<file path="config.mk">
export PLATFORM = sky130hd
export DESIGN_NAME = multiplexed_4digit_7seg_driver
export DESIGN_NICKNAME = d
export VERILOG_FILES = /design/src/rtl/m4sd_pkg.sv /design/src/rtl/multiplexed_4digit_7seg_driver.sv /design/src/rtl/m4sd_front.sv /design/src/rtl/m4sd_queue.sv /design/src/rtl/m4sd_back.sv
export SDC_FILE = /design/constraint.sdc
export NUM_CORES = 1
export LEC_CHECK = 0
export BUFFER_PORTS_ARGS = -buffer_cell sky130_fd_sc_hd__buf_2
export CORE_MARGIN = 4
export CORE_UTILIZATION = 31
export CTS_CLUSTER_DIAMETER = 100
export DETAILED_ROUTE_END_ITERATION = 7
export GPL_ROUTABILITY_DRIVEN = 1
export HOLD_SLACK_MARGIN = 0.08
export SYNTH_ARGS = -nofsm -noshare
export SYNTH_HDL_FRONTEND = slang
export SYNTH_SLANG_ARGS = --single-unit
</file>
<file path="constraint.sdc">
create_clock -name i_clk -period 7.04 [get_ports i_clk]
set_input_delay 1.408 -clock i_clk [delete_from_list [all_inputs] [get_ports i_clk]]
set_output_delay 1.408 -clock i_clk [all_outputs]
set_load 0.02 [all_outputs]
</file>
<file path="src/rtl/m4sd_pkg.sv">
// ----------------------------------------------------------------------------
// m4sd_pkg: shared types and constants of the four-digit display driver
// Holds the scan phase encoding, the queue entry layout, the configuration
// bundle and the decimal digit split helper.
// ----------------------------------------------------------------------------
package m4sd_pkg;

    // Largest value that the four digits can show.
    localparam logic [13:0] K_VALUE_MAX = 14'd9999;
    localparam logic [13:0] K_THOU      = 14'd1000;
    localparam logic [13:0] K_HUND      = 14'd100;
    localparam logic [13:0] K_TEN       = 14'd10;

    // Configuration register indexes.
    localparam logic [2:0] REG_DIGIT_TICKS = 3'd0;
    localparam logic [2:0] REG_NIGHT_TICKS = 3'd1;
    localparam logic [2:0] REG_PIN_MAP     = 3'd2;
    localparam logic [2:0] REG_SEG_LOW     = 3'd3;
    localparam logic [2:0] REG_SEG_HIGH    = 3'd4;

    // Configuration reset values (identity pin map, standard a-to-g table).
    localparam logic [15:0] RST_DIGIT_TICKS = 16'd5;
    localparam logic [15:0] RST_NIGHT_TICKS = 16'd10;
    localparam logic [23:0] RST_PIN_MAP     = 24'd16434824;
    localparam logic [63:0] RST_SEG_LOW     = 64'd539707747820308031;
    localparam logic [15:0] RST_SEG_HIGH    = 16'd28543;

    // Scan phases of one round, one-hot.
    typedef enum logic [4:0] {
        PH_THOU  = 5'b00001,
        PH_HUND  = 5'b00010,
        PH_TENS  = 5'b00100,
        PH_ONES  = 5'b01000,
        PH_NIGHT = 5'b10000
    } t_phase;

    // One classified transaction as it waits between front and back.
    typedef struct packed {
        logic        cmd;      // 1: show, 0: tick
        logic [3:0]  thou;
        logic [3:0]  hund;
        logic [3:0]  tens;
        logic [3:0]  ones;
        logic        night;
        logic [15:0] rounds;
        t_phase      first;    // first digit phase after leading zeros
    } t_qent;

    // Configuration registers as seen by the scan engine.
    typedef struct packed {
        logic [15:0] digit_ticks;
        logic [15:0] night_ticks;
        logic [23:0] pin_map;
        logic [63:0] seg_low;
        logic [15:0] seg_high;
    } t_cfg;

    // Quotient digit and remainder of one decimal split step.
    typedef struct packed {
        logic [3:0]  q;
        logic [13:0] r;
    } t_split;

    // Split off one decimal digit of weight unit; v must stay below 10*unit.
    // The compares are independent and resolve to constants per call site.
    function automatic t_split split_dec(input logic [13:0] v, input logic [13:0] unit);
        t_split res;
        res.q = 4'd0;
        res.r = v;
        for (int k = 1; k < 10; k++) begin
            if (v >= 14'(k * int'(unit))) begin
                res.q = 4'(k);
                res.r = v - 14'(k * int'(unit));
            end
        end
        return res;
    endfunction

endpackage

</file>
<file path="src/rtl/multiplexed_4digit_7seg_driver.sv">
// ----------------------------------------------------------------------------
// multiplexed_4digit_7seg_driver: four-digit multiplexed display driver
// Show transactions load a value and a round count, tick transactions step
// the digit scan; every transaction returns the display drive it leaves.
// ----------------------------------------------------------------------------
//  Channel   Direction  Handshake              Payload
//  s         in         i_s_tvalid/o_s_tready  tdata: value, night, rounds
//                                              tuser: cmd
//  m         out        o_m_tvalid/i_m_tready  tdata: segments, digit_enable_n,
//                                              active
//  cfg       in         i_cfg_valid/o_cfg_ready index, 64-bit data
//
//  One transaction per cycle sustained while the output is not stalled; a
//  taken transaction passes three input stages, one queue slot and one output
//  register before its result appears, and the scan engine updates once per transaction.
//  Reset is synchronous and active low; it clears the scan to idle and loads
//  the default phase lengths, pin map and segment table.
//  A stalled output holds its result; the queue absorbs input until it fills.
// ----------------------------------------------------------------------------
module multiplexed_4digit_7seg_driver #(
    parameter int QUEUE_DEPTH = 4
) (
    input  logic        i_clk,
    input  logic        i_rst_n,
    input  logic        i_s_tvalid,
    output logic        o_s_tready,
    input  logic [31:0] i_s_tdata,    // [13:0] value, [14] night, [30:15] rounds
    input  logic        i_s_tuser,    // [0] cmd
    output logic        o_m_tvalid,
    input  logic        i_m_tready,
    output logic [15:0] o_m_tdata,    // [7:0] segments, [11:8] digit_enable_n, [12] active
    input  logic        i_cfg_valid,
    output logic        o_cfg_ready,
    input  logic [2:0]  i_cfg_index,
    input  logic [63:0] i_cfg_data
);

    m4sd_pkg::t_cfg  r_cfg;
    m4sd_pkg::t_qent fq_entry, qb_entry;
    logic            fq_valid, fq_ready;
    logic            qb_valid, qb_pop;

    assign o_cfg_ready = 1'b1;

    // Configuration registers.
    always_ff @(posedge i_clk) begin
        if (!i_rst_n) begin
            r_cfg.digit_ticks <= m4sd_pkg::RST_DIGIT_TICKS;
            r_cfg.night_ticks <= m4sd_pkg::RST_NIGHT_TICKS;
            r_cfg.pin_map     <= m4sd_pkg::RST_PIN_MAP;
            r_cfg.seg_low     <= m4sd_pkg::RST_SEG_LOW;
            r_cfg.seg_high    <= m4sd_pkg::RST_SEG_HIGH;
        end else if (i_cfg_valid) begin
            unique case (i_cfg_index)
                m4sd_pkg::REG_DIGIT_TICKS: r_cfg.digit_ticks <= i_cfg_data[15:0];
                m4sd_pkg::REG_NIGHT_TICKS: r_cfg.night_ticks <= i_cfg_data[15:0];
                m4sd_pkg::REG_PIN_MAP:     r_cfg.pin_map     <= i_cfg_data[23:0];
                m4sd_pkg::REG_SEG_LOW:     r_cfg.seg_low     <= i_cfg_data;
                m4sd_pkg::REG_SEG_HIGH:    r_cfg.seg_high    <= i_cfg_data[15:0];
                default: ;
            endcase
        end
    end

    m4sd_front u_front (
        .i_clk      (i_clk),
        .i_rst_n    (i_rst_n),
        .i_s_tvalid (i_s_tvalid),
        .o_s_tready (o_s_tready),
        .i_s_tdata  (i_s_tdata),
        .i_s_tuser  (i_s_tuser),
        .o_q_valid  (fq_valid),
        .i_q_ready  (fq_ready),
        .o_q_entry  (fq_entry)
    );

    m4sd_queue #(
        .DEPTH (QUEUE_DEPTH)
    ) u_queue (
        .i_clk        (i_clk),
        .i_rst_n      (i_rst_n),
        .i_push_valid (fq_valid),
        .o_push_ready (fq_ready),
        .i_push_entry (fq_entry),
        .o_pop_valid  (qb_valid),
        .i_pop        (qb_pop),
        .o_pop_entry  (qb_entry)
    );

    m4sd_back u_back (
        .i_clk      (i_clk),
        .i_rst_n    (i_rst_n),
        .i_cfg      (r_cfg),
        .i_q_valid  (qb_valid),
        .o_q_pop    (qb_pop),
        .i_q_entry  (qb_entry),
        .o_m_tvalid (o_m_tvalid),
        .i_m_tready (i_m_tready),
        .o_m_tdata  (o_m_tdata)
    );

endmodule

</file>
<file path="src/rtl/m4sd_front.sv">
// ----------------------------------------------------------------------------
// m4sd_front: input stage of the display driver
// Accepts transactions, clamps the value and splits it into four decimal
// digits over three pipeline stages, then hands classified entries on.
// ----------------------------------------------------------------------------
module m4sd_front (
    input  logic                 i_clk,
    input  logic                 i_rst_n,
    input  logic                 i_s_tvalid,
    output logic                 o_s_tready,
    input  logic [31:0]          i_s_tdata,   // [13:0] value, [14] night, [30:15] rounds
    input  logic                 i_s_tuser,   // [0] cmd
    output logic                 o_q_valid,
    input  logic                 i_q_ready,
    output m4sd_pkg::t_qent      o_q_entry
);

    // Stage valid bits and load enables (a stage loads when it can move on).
    logic r_v1, r_v2, r_v3;
    logic ld1, ld2, ld3;

    // Stage 1: clamped value.
    logic        r_cmd1, r_night1;
    logic [13:0] r_val1;
    logic [15:0] r_rounds1;

    // Stage 2: thousands split off.
    logic        r_cmd2, r_night2;
    logic [3:0]  r_thou2;
    logic [9:0]  r_rem2;
    logic [15:0] r_rounds2;

    // Stage 3: hundreds split off.
    logic        r_cmd3, r_night3;
    logic [3:0]  r_thou3, r_hund3;
    logic [6:0]  r_rem3;
    logic [15:0] r_rounds3;

    logic [13:0]      in_value, clamped;
    m4sd_pkg::t_split sp_thou, sp_hund, sp_tens;

    assign ld3        = !r_v3 || i_q_ready;
    assign ld2        = !r_v2 || ld3;
    assign ld1        = !r_v1 || ld2;
    assign o_s_tready = ld1;

    // Clamp values above the four-digit range.
    assign in_value = i_s_tdata[13:0];
    assign clamped  = (in_value > m4sd_pkg::K_VALUE_MAX) ? m4sd_pkg::K_VALUE_MAX : in_value;

    assign sp_thou = m4sd_pkg::split_dec(r_val1, m4sd_pkg::K_THOU);
    assign sp_hund = m4sd_pkg::split_dec({4'd0, r_rem2}, m4sd_pkg::K_HUND);
    assign sp_tens = m4sd_pkg::split_dec({7'd0, r_rem3}, m4sd_pkg::K_TEN);

    // Valid bits of the three stages.
    always_ff @(posedge i_clk) begin
        if (!i_rst_n) begin
            r_v1 <= 1'b0;
            r_v2 <= 1'b0;
            r_v3 <= 1'b0;
        end else begin
            if (ld1) r_v1 <= i_s_tvalid;
            if (ld2) r_v2 <= r_v1;
            if (ld3) r_v3 <= r_v2;
        end
    end

    // Stage payloads.
    always_ff @(posedge i_clk) begin
        if (ld1) begin
            r_cmd1    <= i_s_tuser;
            r_night1  <= i_s_tdata[14];
            r_rounds1 <= i_s_tdata[30:15];
            r_val1    <= clamped;
        end
        if (ld2) begin
            r_cmd2    <= r_cmd1;
            r_night2  <= r_night1;
            r_rounds2 <= r_rounds1;
            r_thou2   <= sp_thou.q;
            r_rem2    <= sp_thou.r[9:0];
        end
        if (ld3) begin
            r_cmd3    <= r_cmd2;
            r_night3  <= r_night2;
            r_rounds3 <= r_rounds2;
            r_thou3   <= r_thou2;
            r_hund3   <= sp_hund.q;
            r_rem3    <= sp_hund.r[6:0];
        end
    end

    // Last split and the first lit phase after leading zeros.
    always_comb begin
        o_q_entry.cmd    = r_cmd3;
        o_q_entry.thou   = r_thou3;
        o_q_entry.hund   = r_hund3;
        o_q_entry.tens   = sp_tens.q;
        o_q_entry.ones   = sp_tens.r[3:0];
        o_q_entry.night  = r_night3;
        o_q_entry.rounds = r_rounds3;
        priority if (r_thou3 != 4'd0) begin
            o_q_entry.first = m4sd_pkg::PH_THOU;
        end else if (r_hund3 != 4'd0) begin
            o_q_entry.first = m4sd_pkg::PH_HUND;
        end else if (sp_tens.q != 4'd0) begin
            o_q_entry.first = m4sd_pkg::PH_TENS;
        end else begin
            o_q_entry.first = m4sd_pkg::PH_ONES;
        end
    end

    assign o_q_valid = r_v3;

endmodule

</file>
<file path="src/rtl/m4sd_queue.sv">
// ----------------------------------------------------------------------------
// m4sd_queue: entry queue between front and back
// A small register queue that lets the input stage and the scan engine
// stall independently.
// ----------------------------------------------------------------------------
module m4sd_queue #(
    parameter int DEPTH = 4
) (
    input  logic            i_clk,
    input  logic            i_rst_n,
    input  logic            i_push_valid,
    output logic            o_push_ready,
    input  m4sd_pkg::t_qent i_push_entry,
    output logic            o_pop_valid,
    input  logic            i_pop,
    output m4sd_pkg::t_qent o_pop_entry
);

    localparam int PW = $clog2(DEPTH);
    localparam int CW = $clog2(DEPTH + 1);

    m4sd_pkg::t_qent r_mem [DEPTH];
    logic [PW-1:0]   r_wr, r_rd;
    logic [CW-1:0]   r_count;
    logic            push, pop;

    assign o_push_ready = (r_count != CW'(DEPTH));
    assign o_pop_valid  = (r_count != '0);
    assign push         = i_push_valid && o_push_ready;
    assign pop          = i_pop && o_pop_valid;
    assign o_pop_entry  = r_mem[r_rd];

    // Pointers and fill count.
    always_ff @(posedge i_clk) begin
        if (!i_rst_n) begin
            r_wr    <= '0;
            r_rd    <= '0;
            r_count <= '0;
        end else begin
            if (push) r_wr <= (r_wr == PW'(DEPTH - 1)) ? '0 : r_wr + PW'(1);
            if (pop)  r_rd <= (r_rd == PW'(DEPTH - 1)) ? '0 : r_rd + PW'(1);
            if (push && !pop) begin
                r_count <= r_count + CW'(1);
            end else if (pop && !push) begin
                r_count <= r_count - CW'(1);
            end
        end
    end

    // Entry storage.
    always_ff @(posedge i_clk) begin
        if (push) r_mem[r_wr] <= i_push_entry;
    end

endmodule

</file>
<file path="src/rtl/m4sd_back.sv">
// ----------------------------------------------------------------------------
// m4sd_back: scan engine of the display driver
// Carries out show and tick transactions on the scan state and registers
// the segment and digit enable result of each one.
// ----------------------------------------------------------------------------
module m4sd_back (
    input  logic            i_clk,
    input  logic            i_rst_n,
    input  m4sd_pkg::t_cfg  i_cfg,
    input  logic            i_q_valid,
    output logic            o_q_pop,
    input  m4sd_pkg::t_qent i_q_entry,
    output logic            o_m_tvalid,
    input  logic            i_m_tready,
    output logic [15:0]     o_m_tdata   // [7:0] segments, [11:8] digit_enable_n, [12] active
);

    // Scan state.
    logic [3:0]      r_digit [4];
    logic            r_night;
    logic [15:0]     r_rounds;
    logic [15:0]     r_ticks;
    m4sd_pkg::t_phase r_phase, r_first;

    logic [3:0]      n_digit [4];
    logic            n_night;
    logic [15:0]     n_rounds;
    logic [15:0]     n_ticks;
    m4sd_pkg::t_phase n_phase, n_first;

    // Output register.
    logic            r_out_valid;
    logic [15:0]     r_out_data;
    logic [15:0]     n_out_data;

    logic            take;
    logic [15:0]     len_raw, len;
    logic [16:0]     tick_inc;
    logic            phase_done;
    logic [15:0]     rounds_dec;
    logic [3:0]      shown;
    logic [3:0]      enables_n;
    logic [7:0]      seg_out;

    // Map a digit through the segment table and the pin permutation.
    function automatic logic [7:0] pattern_of(input logic [3:0] d, input m4sd_pkg::t_cfg c);
        logic [7:0] raw;
        logic [7:0] res;
        res = 8'd0;
        if (d < 4'd8) begin
            raw = c.seg_low[{d[2:0], 3'b000} +: 8];
        end else if (d == 4'd8) begin
            raw = c.seg_high[7:0];
        end else begin
            raw = c.seg_high[15:8];
        end
        for (int p = 0; p < 8; p++) begin
            for (int i = 0; i < 8; i++) begin
                if (raw[i] && (c.pin_map[3*i +: 3] == 3'(p))) res[p] = 1'b1;
            end
        end
        return res;
    endfunction

    // Take the next transaction when the output register is free or drains.
    assign take    = i_q_valid && (!r_out_valid || i_m_tready);
    assign o_q_pop = take;

    // Phase length; a zero length counts as one.
    assign len_raw    = (r_phase == m4sd_pkg::PH_NIGHT) ? i_cfg.night_ticks : i_cfg.digit_ticks;
    assign len        = (len_raw == 16'd0) ? 16'd1 : len_raw;
    assign tick_inc   = {1'b0, r_ticks} + 17'd1;
    assign phase_done = !(tick_inc < {1'b0, len});
    assign rounds_dec = r_rounds - 16'd1;

    // Next scan state.
    always_comb begin
        n_digit  = r_digit;
        n_night  = r_night;
        n_rounds = r_rounds;
        n_ticks  = r_ticks;
        n_phase  = r_phase;
        n_first  = r_first;
        if (i_q_entry.cmd) begin
            n_digit[0] = i_q_entry.thou;
            n_digit[1] = i_q_entry.hund;
            n_digit[2] = i_q_entry.tens;
            n_digit[3] = i_q_entry.ones;
            n_night    = i_q_entry.night;
            n_rounds   = i_q_entry.rounds;
            n_ticks    = 16'd0;
            n_first    = i_q_entry.first;
            n_phase    = (i_q_entry.rounds != 16'd0) ? i_q_entry.first : m4sd_pkg::PH_THOU;
        end else if (r_rounds != 16'd0) begin
            if (!phase_done) begin
                n_ticks = tick_inc[15:0];
            end else begin
                n_ticks = 16'd0;
                unique case (r_phase)
                    m4sd_pkg::PH_THOU: n_phase = m4sd_pkg::PH_HUND;
                    m4sd_pkg::PH_HUND: n_phase = m4sd_pkg::PH_TENS;
                    m4sd_pkg::PH_TENS: n_phase = m4sd_pkg::PH_ONES;
                    m4sd_pkg::PH_ONES: begin
                        if (r_night) begin
                            n_phase = m4sd_pkg::PH_NIGHT;
                        end else begin
                            n_rounds = rounds_dec;
                            n_phase  = (rounds_dec != 16'd0) ? r_first : m4sd_pkg::PH_THOU;
                        end
                    end
                    default: begin
                        // End of round after the night blank phase.
                        n_rounds = rounds_dec;
                        n_phase  = (rounds_dec != 16'd0) ? r_first : m4sd_pkg::PH_THOU;
                    end
                endcase
            end
        end
    end

    // Result for the state after this transaction.
    always_comb begin
        unique case (n_phase)
            m4sd_pkg::PH_THOU: shown = n_digit[0];
            m4sd_pkg::PH_HUND: shown = n_digit[1];
            m4sd_pkg::PH_TENS: shown = n_digit[2];
            default:           shown = n_digit[3];
        endcase
        enables_n = ~{n_phase[0], n_phase[1], n_phase[2], n_phase[3]};
        seg_out   = pattern_of(shown, i_cfg);
        if (n_rounds == 16'd0) begin
            n_out_data = {3'b000, 1'b0, 4'hF, 8'h00};
        end else begin
            n_out_data = {3'b000, 1'b1, enables_n, seg_out};
        end
    end

    // Control state.
    always_ff @(posedge i_clk) begin
        if (!i_rst_n) begin
            for (int k = 0; k < 4; k++) r_digit[k] <= 4'd0;
            r_night     <= 1'b0;
            r_rounds    <= 16'd0;
            r_ticks     <= 16'd0;
            r_phase     <= m4sd_pkg::PH_THOU;
            r_first     <= m4sd_pkg::PH_THOU;
            r_out_valid <= 1'b0;
        end else begin
            if (take) begin
                r_digit  <= n_digit;
                r_night  <= n_night;
                r_rounds <= n_rounds;
                r_ticks  <= n_ticks;
                r_phase  <= n_phase;
                r_first  <= n_first;
            end
            if (take) begin
                r_out_valid <= 1'b1;
            end else if (i_m_tready) begin
                r_out_valid <= 1'b0;
            end
        end
    end

    // Result payload.
    always_ff @(posedge i_clk) begin
        if (take) r_out_data <= n_out_data;
    end

    assign o_m_tvalid = r_out_valid;
    assign o_m_tdata  = r_out_data;

    // An idle scan sits at the start of a round with no ticks spent.
    a_idle_state: assert property (@(posedge i_clk) disable iff (!i_rst_n)
        (r_rounds == 16'd0) |-> (r_phase == m4sd_pkg::PH_THOU && r_ticks == 16'd0))
        else $error("idle scan state not at round start");

    // The night blank phase is only reached with night mode on.
    a_night_phase: assert property (@(posedge i_clk) disable iff (!i_rst_n)
        (r_phase == m4sd_pkg::PH_NIGHT) |-> r_night)
        else $error("night phase without night mode");

    // An inactive result has all digits off and all segments dark.
    a_idle_out: assert property (@(posedge i_clk) disable iff (!i_rst_n)
        (o_m_tvalid && !o_m_tdata[12]) |-> (o_m_tdata[11:0] == 12'hF00))
        else $error("inactive result lights the display");

    // A show with rounds left makes the scan active at its first digit.
    a_show_start: assert property (@(posedge i_clk) disable iff (!i_rst_n)
        (take && i_q_entry.cmd && i_q_entry.rounds != 16'd0)
        |=> (r_phase == r_first && r_ticks == 16'd0 && o_m_tdata[12]))
        else $error("show did not restart the scan");

endmodule
</file>
## Yosys cells after proc, flatten, opt, wreduce, memory -nomap -nowiden

Memory sizes are Yosys's and may differ from the RTL's. A register that Yosys moved wholly into a read port is not among the register bits.
Cells that the tools add are included.

| word-level totals | value |
|---|---|
| register bits | 319 |
| RAM bits | 156 |
| bits of input ports | 105 |
| output and inout bits | 19 |
| word-level logic and storage cells | 414 |
| memories | 1 |

| operators by class | value |
|---|---|
| $add $sub $neg | 33 |
| $lt $le $gt $ge | 30 |
| equal/unequal tests | 72 |
| shift operators | 1 |
| multiplexer cells | 126 |
| bitwise logic cells | 1 |
| reduce and logical (&&, ||, !) cells | 110 |

Memories:

| name | words | width | rd ports | clocked after memory_dff | write ports | RTL line | text |
|---|---|---|---|---|---|---|---|
| u_queue.r_mem | 4 | 39 | 1 | 1 | 1 | m4sd_queue.sv:22 | `m4sd_pkg::t_qent r_mem [DEPTH];` |

Operators by type and width:

| kind | number |
|---|---|
| 16-bit 2-to-1 mux | 16 |
| 17-bit 2-to-1 mux | 12 |
| 3-bit == test, second input constant | 33 |
| 15-bit 2-to-1 mux | 5 |
| 1-bit logical AND | 69 |
| 1-bit 2-to-1 mux | 68 |
| 64-bit by 7-bit variable part select with 8-bit output | 1 |
| 14-bit by 13-bit >= comparator with 1-bit output, second input constant | 4 |
| 14-bit by 13-bit subtractor with 14-bit output, second input constant | 4 |
| 3-bit by 2-bit == test with 1-bit output, second input constant | 18 |
| 16-bit nonzero test | 3 |
| 10-bit >= comparator, second input constant | 4 |
| 5-bit 2-to-1 mux | 8 |
| 18-bit 2-to-1 mux | 2 |
| 10-bit by 10-bit subtractor with 11-bit output, second input constant | 3 |
| 10-bit by 9-bit subtractor with 11-bit output, second input constant | 3 |
| 16-bit zero test | 2 |
| 16-bit one-hot mux with 2 select lines | 1 |
| 10-bit by 9-bit >= comparator with 1-bit output, second input constant | 3 |
| 14-bit by 12-bit >= comparator with 1-bit output, second input constant | 2 |
| 14-bit by 12-bit subtractor with 14-bit output, second input constant | 2 |
| 3-bit by 1-bit == test with 1-bit output, second input constant | 9 |
| 3-bit zero test | 9 |
| 7-bit by 6-bit subtractor with 8-bit output, second input constant | 3 |
| other kinds (52) | 89 |

## Longest topological paths before layout

Gate-level depths: netlist of run 1.

| logic depth | value |
|---|---|
| depth after elaboration | 23 |
| depth in mapped cells | 26 |
| mapped depth without buffers | 22 |

## Hierarchy

Synthesis of run 1 repeated with hierarchy kept, for this count alone.

| second synthesis, totals | value |
|---|---|
| cells, all modules | 2333 |
| area total of the unflattened synthesis | 25050.3 sq um |

Modules (own cells, without submodules):

| module | times used | cells an instance | area each (sq um) | seq. area each (sq um) |
|---|---|---|---|---|
| m4sd_back | 1 | 944 | 7138.1 | 1591.5 |
| m4sd_front | 1 | 596 | 6329.8 | 2972.9 |
| m4sd_queue | 1 | 254 | 6100.9 | 4864.7 |
| multiplexed_4digit_7seg_driver | 1 | 539 | 5481.5 | 2722.6 |

## Worst setup path before layout of run 1

Ideal clock, no wire load.

| timing path | value |
|---|---|
| path type | flip-flop to flip-flop |
| start point | reg u_back.r_phase[1] |
| end point | reg u_back.r_out_data[7] (netlist: u_back.o_m_tdata[7]), data pin |
| setup time | 160 ps |
| data arrival time | 5731 ps |
| data required time | 6880 ps |
| path slack | 1149 ps |
| stages on the path, launching flop included | 23 |
| path buffers | 3 |
| clock period less this slack | 5891 ps |
| cells stage by stage | dfxtp_1 -> clkbuf_1 -> nor2_1 -> nand3_1 -> clkbuf_1 -> mux2i_1 -> ha_1 -> and2_1 -> a221oi_1 -> o21ai_0 -> o31ai_1 -> a211o_1 -> o221ai_1 -> buf_2 -> a2111oi_0 -> o31ai_2 -> nand2_2 -> mux4_2 -> a211o_1 -> o22ai_4 -> and4_1 -> a31oi_1 -> a41oi_1 |

| on the way | value |
|---|---|
| cells in the longest elaborated chain, start to end | 22 |
| elaborated cells on any way between the ends | 44 |
| those cells by class | 2 x order compare; 9 x eq/ne; 1 x shift; 21 x mux; 11 x reduce/logical |

RTL lines:

| item | RTL line | text |
|---|---|---|
| from (decl) | m4sd_back.sv:23 | `m4sd_pkg::t_phase r_phase, r_first;` |
| from (signal assigned) | m4sd_back.sv:145 | `r_phase <= m4sd_pkg::PH_THOU;` |
| from (signal assigned) | m4sd_back.sv:154 | `r_phase <= n_phase;` |
| parallel branches: the longest is 22 deep, another holds 17-bit by 16-bit less-than comparator with 1-bit output | - |  |
| to (signal assigned) | m4sd_back.sv:167 | `if (take) r_out_data <= n_out_data;` |
| to (decl) | m4sd_back.sv:33 | `logic [15:0] r_out_data;` |

Several ways; the timed one is not identified.
A chain may end at the register's enable or synchronous reset.

## Final worst setup path of run 1

| timing path | value |
|---|---|
| start point | reg u_back.r_ticks[0] |
| end point | reg u_back.r_out_data[6] (netlist: u_back.o_m_tdata[6]), data pin |

| on the way | value |
|---|---|
| cells in the longest elaborated chain, start to end | 19 |
| elaborated cells on any way between the ends | 34 |
| those cells by class | 1 x add/sub; 2 x order compare; 4 x eq/ne; 1 x shift; 17 x mux; 9 x reduce/logical |

RTL lines:

| item | RTL line | text |
|---|---|---|
| from (decl) | m4sd_back.sv:22 | `logic [15:0] r_ticks;` |
| from (signal assigned) | m4sd_back.sv:153 | `r_ticks <= n_ticks;` |
| 16-bit by 1-bit adder with 17-bit output * | m4sd_back.sv:72 | `assign tick_inc = {1'b0, r_ticks} + 17'd1;` |
| 17-bit by 16-bit less-than comparator with 1-bit output * | m4sd_back.sv:73 | `assign phase_done = !(tick_inc < {1'b0, len});` |
| parallel branches: the longest is 17 deep, another holds 64-bit by 7-bit variable part select with 8-bit output | - |  |

Mark *: on every way between the ends.

==> flow_summary.json, run 1 <==
{
  "outcome": "complete, no violations",
  "max-clock-path-buffers": 3,
  "cts_hold_buffers": 0,
  "grt_max_degree": 120,
  "yosys-top-cells-area": "edfxtp_1, dfxtp_1, nand2_1, ha_1, mux4_2",
  "clk_latency_ns": 0.60,
  "arrival_ns": 6.89,
  "worst_pin_slew_ns": 1.21,
  "yosysWarnings": 0,
  "finalCritPeriodShare": 0.933,
  "die_w_um": 284,
  "track_usage": 0.145,
  "reg2regPathDepth": 23,
  "grt-ovfl-total": 0,
  "maxCapViolCount": 0,
  "synthCells": 2326,
  "combinationalPowerShare": 0.400,
  "yosysMostFrequentCell": "nand2_1",
  "cts.sinks": 469,
  "crit_path_start_kind": "flip-flop",
  "rsz0062_at_grt": "no",
  "ys_types": 103,
  "io_pins": 124,
  "finalSetupViolations": 0,
  "powerDensity_nw_per_um2": 380,
  "nets": 2583,
  "ys.flop_type": "edfxtp_1",
  "core_area_um2": 74900,
  "dieArea_um2": 80500,
  "wl_um": 60900,
  "finClkSkew_ns": 0.0281,
  "reg2reg_setup_slack_ns": 0.47,
  "seqPwrFrac": 0.347,
  "finalSetupTns_ns": 0,
  "worst_ir_drop_vdd_uv": 226,
  "synthXorXnorAreaFrac": 0.0156,
  "synth-seq-cells": 469,
  "synth_edf_count": 262,
  "max_slew_margin": 0.182,
  "die_h_um": 284,
  "p_leak_nw": 9.82,
  "finalHoldViolations": 0,
  "routabilityCongestion": 0.906,
  "end_kind": "flip-flop",
  "io_buffers": 118,
  "criticalPathCategory": "reg2reg",
  "rows": 100,
  "synth_area_um2": 23600,
  "cts-root-buf": "clkbuf_16",
  "start_util": 0.314,
  "synth_top_area_share": 0.334,
  "drv_slew": 0,
  "via_count": 18100,
  "drt_iter0_markers": 1386,
  "drc": 0,
  "grt_pass1_wl_um": 96700,
  "post_drt_wl_per_cell_um": 17.8,
  "synth_compound_area_frac": 0.163,
  "final_antenna_net_count": 0,
  "crit_required_ns": 7.36,
  "area_delta_synth_final_pct": 13.7,
  "numCtsBuffers": 51,
  "ys_seq_area_frac": 0.510,
  "synth_fa_ha_area_frac": 0.0375,
  "vias_per_cell": 5.30,
  "grt_pass1_vias": 17900,
  "synth_commonest_cells": "nand2_1, edfxtp_1, dfxtp_1, nor2_1, a21boi_0",
  "power_report.internal_total_mw": 6.28,
  "min_path_cells": 0,
  "clock.fmax_mhz": 152,
  "synth_top_family_by_area": "simple AND/OR/NAND/NOR gates",
  "synthMuxAreaShare": 0.0575,
  "clkTransAtPathRegs_ns": 0.06,
  "h-tree-depth": 2,
  "yosys.area.top_type": "edfxtp_1",
  "antenna_cells": 0,
  "cts_tree": "done",
  "async_flop_share": 0,
  "synthSimpleGateAreaFrac": 0.184,
  "hold_start": "u_front.r_rounds2[8]",
  "power_mw": 10.2,
  "worstPathMaxFanout": 14,
  "r2r-end": "u_back.o_m_tdata[6]",
  "num-fill-cells": 7423,
  "reg2reg_from": "u_back.r_ticks[0]",
  "layout-drive-gt1-share": 0.133,
  "min_to": "u_front.r_rounds3[8]",
  "antenna_found_initial": 0,
  "min_period_ns": 6.57,
  "p_clk_frac": 0.253,
  "sw_frac_of_total": 0.384,
  "dp_hpwl_um": 42500,
  "hold_class": "reg2reg",
  "syn_avg_cell_area_um2": 10.1,
  "p_switching_mw": 3.91,
  "first_pass_iters": 5
}
[how the worst max path moves through the flow]
stage	from	end	slack (ns)	depth (start not counted)
after floorplan	u_back.r_phase[1]	u_back.o_m_tdata[7]	1.15	22
after global placement	u_back.r_ticks[0]	u_back.o_m_tdata[1]	0.48	21
after detailed placement	u_back.r_ticks[0]	u_back.o_m_tdata[1]	0.40	21
after CTS	u_back.r_ticks[0]	u_back.o_m_tdata[7]	0.37	21
after global routing	u_back.r_ticks[0]	u_back.o_m_tdata[2]	0.01	24
final	u_back.r_ticks[0]	u_back.o_m_tdata[6]	0.47	23
[area by class of cell]
cell class | instances | area [µm²] | area share
Clock inverter | 25 | 231 | 0.00864
Sequential cell | 469 | 12000 | 0.448
Inverter | 55 | 206 | 0.00771
Timing Repair Buffer | 162 | 923 | 0.0345
Multi-Input combinational cell | 1669 | 10800 | 0.404
Tap cell | 969 | 1210 | 0.0453
Clock buffer | 70 | 1390 | 0.0518
[metal layers]
metal / share of wire / global-route usage / vias to the layer above
met5: 0 / 0 / -
met4: 0.026 / 0.0432 / 0
met1: 0.45 / 0.190 / 8787
met2: 0.48 / 0.246 / 529
li1: - / - / 8708
met3: 0.052 / 0.0235 / 99
[cell usage in the layout (no fill, tap or decap), types with 45 or more instances in the layout]
master and count:
ha_1 69, nor2_1 133, a21boi_0 113, a21oi_1 100, dfxtp_1 206, buf_2 117
nand2_1 448, edfxtp_1 262, o21ai_0 84, clkbuf_16 51, buf_4 45, nand3_1 92
inv_1 54
[sequential cells by signal, summed over array words and instances (netlist names), 5 cells and up, named ones only]
signal             cells
u_front.r_rem2        10
u_back.o_m_tdata      13
u_back.r_digit        16
u_front.r_rounds2     16
u_front.r_val1        14
u_back.r_phase         5
r_cfg                136
u_front.r_rem3         7
u_queue.r_mem        152
u_back.r_rounds       16
u_front.r_rounds1     16
u_back.r_ticks        16
u_front.r_rounds3     16
[what timing repair did]
action	in CTS	in global routing
buffers inserted	0	3
setup endpoints to repair	0	8
gates resized for setup	0	3
endpoints found under the hold margin	0	0
[per-stage QoR]
step / instance area (µm²) / std cells / hold WS (ns) / setup WS (ns) / util
floorplan: 23600 / 2328 / 0.400 / 1.15 / -
global placement: 25100 / 3321 / 0.408 / 0.484 / 0.335
detailed placement: 25100 / 3321 / 0.405 / 0.401 / 0.335
CTS: 26800 / 3416 / 0.419 / 0.375 / 0.357
global route: 26800 / 3419 / 0.431 / 0.0134 / 0.357
finish: 26800 / 3419 / 0.417 / 0.469 / 0.357
[worst max-delay path, stage by stage (launching register included)]
cell and delay (ns):
dfxtp_1 0.39, ha_1 0.27, nand2_1 0.13, nor4_2 0.37
and3_1 0.28, xor2_1 0.19, ha_1 0.25, and2_1 0.15
a221oi_1 0.25, o21ai_0 0.16, o31ai_1 0.34, buf_4 0.18
a21o_1 0.16, o22a_1 0.36, buf_4 0.21, nor3_1 0.07
a221o_2 0.50, a21oi_2 0.61, a211oi_1 0.17, a211oi_1 0.34
o22ai_2 0.21, and4b_1 0.26, a211oi_1 0.29, a31oi_1 0.14
[power groups by stage]
stage | clock, mW | sequential [mW] | combinational (mW)
after floorplan | 0 | 3.49 | 2.99
after global placement | 0 | 3.59 | 3.92
after detailed placement | 0 | 3.59 | 3.98
after CTS | 2.65 | 3.54 | 4.00
after global routing | 2.78 | 3.58 | 4.46
final | 2.58 | 3.54 | 4.08
[kinds of logic (layout without fill, tap and decap cells)]
kind of cell	Yosys count	in the layout
simple gates	921	921
compound gates	545	545
flops	469	469
buf+inv	190	312
mux	87	87
fa+ha+maj	70	70
xor+xnor	42	42
other cells	2	4
Note: power is estimated with default switching activity, not from simulation.
==> inputs of run 2 (changes only) <==
--- a/config.mk
+++ b/config.mk
@@ -6,12 +6,15 @@
 export NUM_CORES = 1
 export LEC_CHECK = 0
 export BUFFER_PORTS_ARGS = -buffer_cell sky130_fd_sc_hd__buf_2
+export CELL_PAD_IN_SITES_DETAIL_PLACEMENT = 0
+export CELL_PAD_IN_SITES_GLOBAL_PLACEMENT = 1
 export CORE_MARGIN = 4
 export CORE_UTILIZATION = 31
 export CTS_CLUSTER_DIAMETER = 100
 export DETAILED_ROUTE_END_ITERATION = 7
 export GPL_ROUTABILITY_DRIVEN = 1
 export HOLD_SLACK_MARGIN = 0.08
+export PLACE_DENSITY_LB_ADDON = 0.1
 export SYNTH_ARGS = -nofsm -noshare
 export SYNTH_HDL_FRONTEND = slang
 export SYNTH_SLANG_ARGS = --single-unit
==> run 2 against run 1 <==
Compared with the run above:
- design area increased by 1.6%
- non-clock buffer count increased by 5
- critical path depth increased by 2
- clock skew increased by 0.018 ns
- highest routed layer unchanged
- flip-flop and latch count unchanged
==> flow_summary.json, run 2 (synthesis results as in run 1) <==
{
  "outcome": "complete, no violations",
  "cts_tree": "done",
  "antenna_cells": 0,
  "clk_latency_ns": 0.63,
  "nets": 2593,
  "largest_register_ffs": 152,
  "top_regs": "u_queue.r_mem (152), r_cfg (136)",
  "drc": 0,
  "layout_commonest_cell": "nand2_1",
  "p_switching_mw": 4.10,
  "finalSetupViolations": 0,
  "finalCritPeriodShare": 0.921,
  "hold_class": "reg2reg",
  "clkTransAtPathRegs_ns": 0.06,
  "numCtsBuffers": 56,
  "io_buffers": 118,
  "min_period_ns": 6.48,
  "worstPathMaxFanout": 14,
  "p_clk_frac": 0.281,
  "io_pins": 124,
  "drt_iter0_markers": 1067,
  "criticalPathCategory": "reg2reg",
  "power_report.internal_total_mw": 6.72,
  "cts.sinks": 469,
  "sw_frac_of_total": 0.379,
  "power_mw": 10.8,
  "max_slew_margin": 0.123,
  "clock.fmax_mhz": 154,
  "end_kind": "flip-flop",
  "die_h_um": 284,
  "crit_required_ns": 7.38,
  "worst_ir_drop_vdd_uv": 205,
  "fin_area_um2": 27200,
  "p_leak_nw": 10.0,
  "final_antenna_net_count": 0,
  "core_area_um2": 74900,
  "seqPwrFrac": 0.329,
  "rows": 100,
  "powerDensity_nw_per_um2": 397,
  "cts-root-buf": "clkbuf_16",
  "dp_hpwl_um": 46300,
  "num-fill-cells": 7496,
  "area_delta_synth_final_pct": 15.6,
  "grt_pass1_vias": 18000,
  "routabilityCongestion": 0.843,
  "first_pass_iters": 5,
  "crit_path_start_kind": "flip-flop",
  "rsz0062_at_grt": "no",
  "track_usage": 0.163,
  "postLayoutCoreUtil": 0.363,
  "dieArea_um2": 80500,
  "antenna_found_initial": 0,
  "grt-ovfl-total": 0,
  "regMostFlops": "u_queue.r_mem",
  "maxCapViolCount": 0,
  "start_util": 0.314,
  "via_count": 17900,
  "worst_pin_slew_ns": 1.31,
  "h-tree-depth": 2,
  "post_drt_wl_per_cell_um": 19.4,
  "finClkSkew_ns": 0.0464,
  "grt_max_degree": 94,
  "wl_um": 66600,
  "vias_per_cell": 5.20,
  "layout-drive-gt1-share": 0.143,
  "drv_slew": 0,
  "cts_hold_buffers": 0,
  "combinationalPowerShare": 0.390,
  "die_w_um": 284,
  "max-clock-path-buffers": 3,
  "finalHoldViolations": 0,
  "grt_pass1_wl_um": 106000,
  "arrival_ns": 6.83,
  "final_cell_mix": "nand2_1, edfxtp_1, dfxtp_1",
  "placed_area_um2": 25200
}
-- run 2: changes by cell type in the layout (fill, tap and decap cells not counted), moves of 2 or more --
cell	change
bufinv_16	+8
clkbuf_1	-5
clkbuf_16	+6
and2_2	+4
buf_4	+3
buf_12	+2
clkbuf_8	-2
clkinvlp_2	-2
clkinv_1	+4
clkinv_2	+3
and2_1	-4
-- run 2: worst max-delay path, stage by stage (launching register included) --
cell	delay [ns]
dfxtp_1	0.39
ha_1	0.28
nand2_1	0.14
nor4_2	0.39
and3_1	0.27
xor2_1	0.09
ha_1	0.27
and2_1	0.13
nand2_1	0.07
o21ai_0	0.34
o31ai_2	0.09
buf_4	0.16
a21oi_1	0.46
o221ai_1	0.28
buf_12	0.22
a2111oi_0	0.39
buf_4	0.21
o31a_1	0.24
nor2_1	0.13
buf_4	0.21
a211oi_1	0.29
a221oi_2	0.13
o311ai_2	0.44
nor3b_1	0.11
a211oi_1	0.31
a31oi_1	0.19
-- run 2: area by class of cell --
cell class	count	area, µm²	area share
Clock buffer	69	1490	0.0548
Multi-Input combinational cell	1669	10800	0.398
Tap cell	969	1210	0.0445
Clock inverter	34	474	0.0174
Sequential cell	469	12000	0.441
Inverter	55	206	0.00758
Timing Repair Buffer	167	986	0.0362
-- run 2: metal layers --
layer  GRT usage  vias to the layer above  wire length (µm)  share of wire
li1            -                     8730                 -              -
met1       0.223                     8696             30800           0.46
met2       0.273                      344             31900           0.48
met3      0.0215                       89              2490          0.037
met4      0.0406                        0              1400          0.021
met5           0                        -                 0              0
-- run 2: path summary, 6_finish.rpt --
kind | start | endpoint | slack (ns) | depth (start not counted)
hold reg to reg | u_front.r_rounds2[0] | u_front.r_rounds3[0] | 0.41 | 0
hold / removal | u_front.r_rounds2[0] | u_front.r_rounds3[0] | 0.41 | 0
setup / recovery | u_back.r_ticks[0] | u_back.o_m_tdata[6] | 0.56 | 25
setup reg to reg | u_back.r_ticks[0] | u_back.o_m_tdata[6] | 0.56 | 25
-- run 2: power by group through the flow --
stage / logic [mW] / registers [mW] / clock network [mW]
global route: 4.66 / 3.61 / 3.27
CTS: 4.21 / 3.57 / 3.14
finish: 4.22 / 3.56 / 3.05
detailed placement: 4.20 / 3.62 / 0
global placement: 4.17 / 3.62 / 0
floorplan: 2.99 / 3.49 / 0
-- run 2: per-stage QoR --
| step | worst slack [ns] | TNS [ns] | instances | hold WS [ns] |
|---|---|---|---|---|
| floorplan | 1.15 | 0 | 2328 | 0.400 |
| detailed placement | -0.000468 | -0.000468 | 3328 | 0.405 |
| finish | 0.555 | 0 | 3432 | 0.411 |
| CTS | 0.0282 | 0 | 3431 | 0.418 |
| global route | 0.0571 | 0 | 3432 | 0.425 |
| global placement | 0.0789 | 0 | 3328 | 0.401 |
-- run 2: repair_timing --
action	in CTS	in global routing
endpoints found under the setup margin	0	8
buffers inserted	0	1
gates resized for setup	0	6
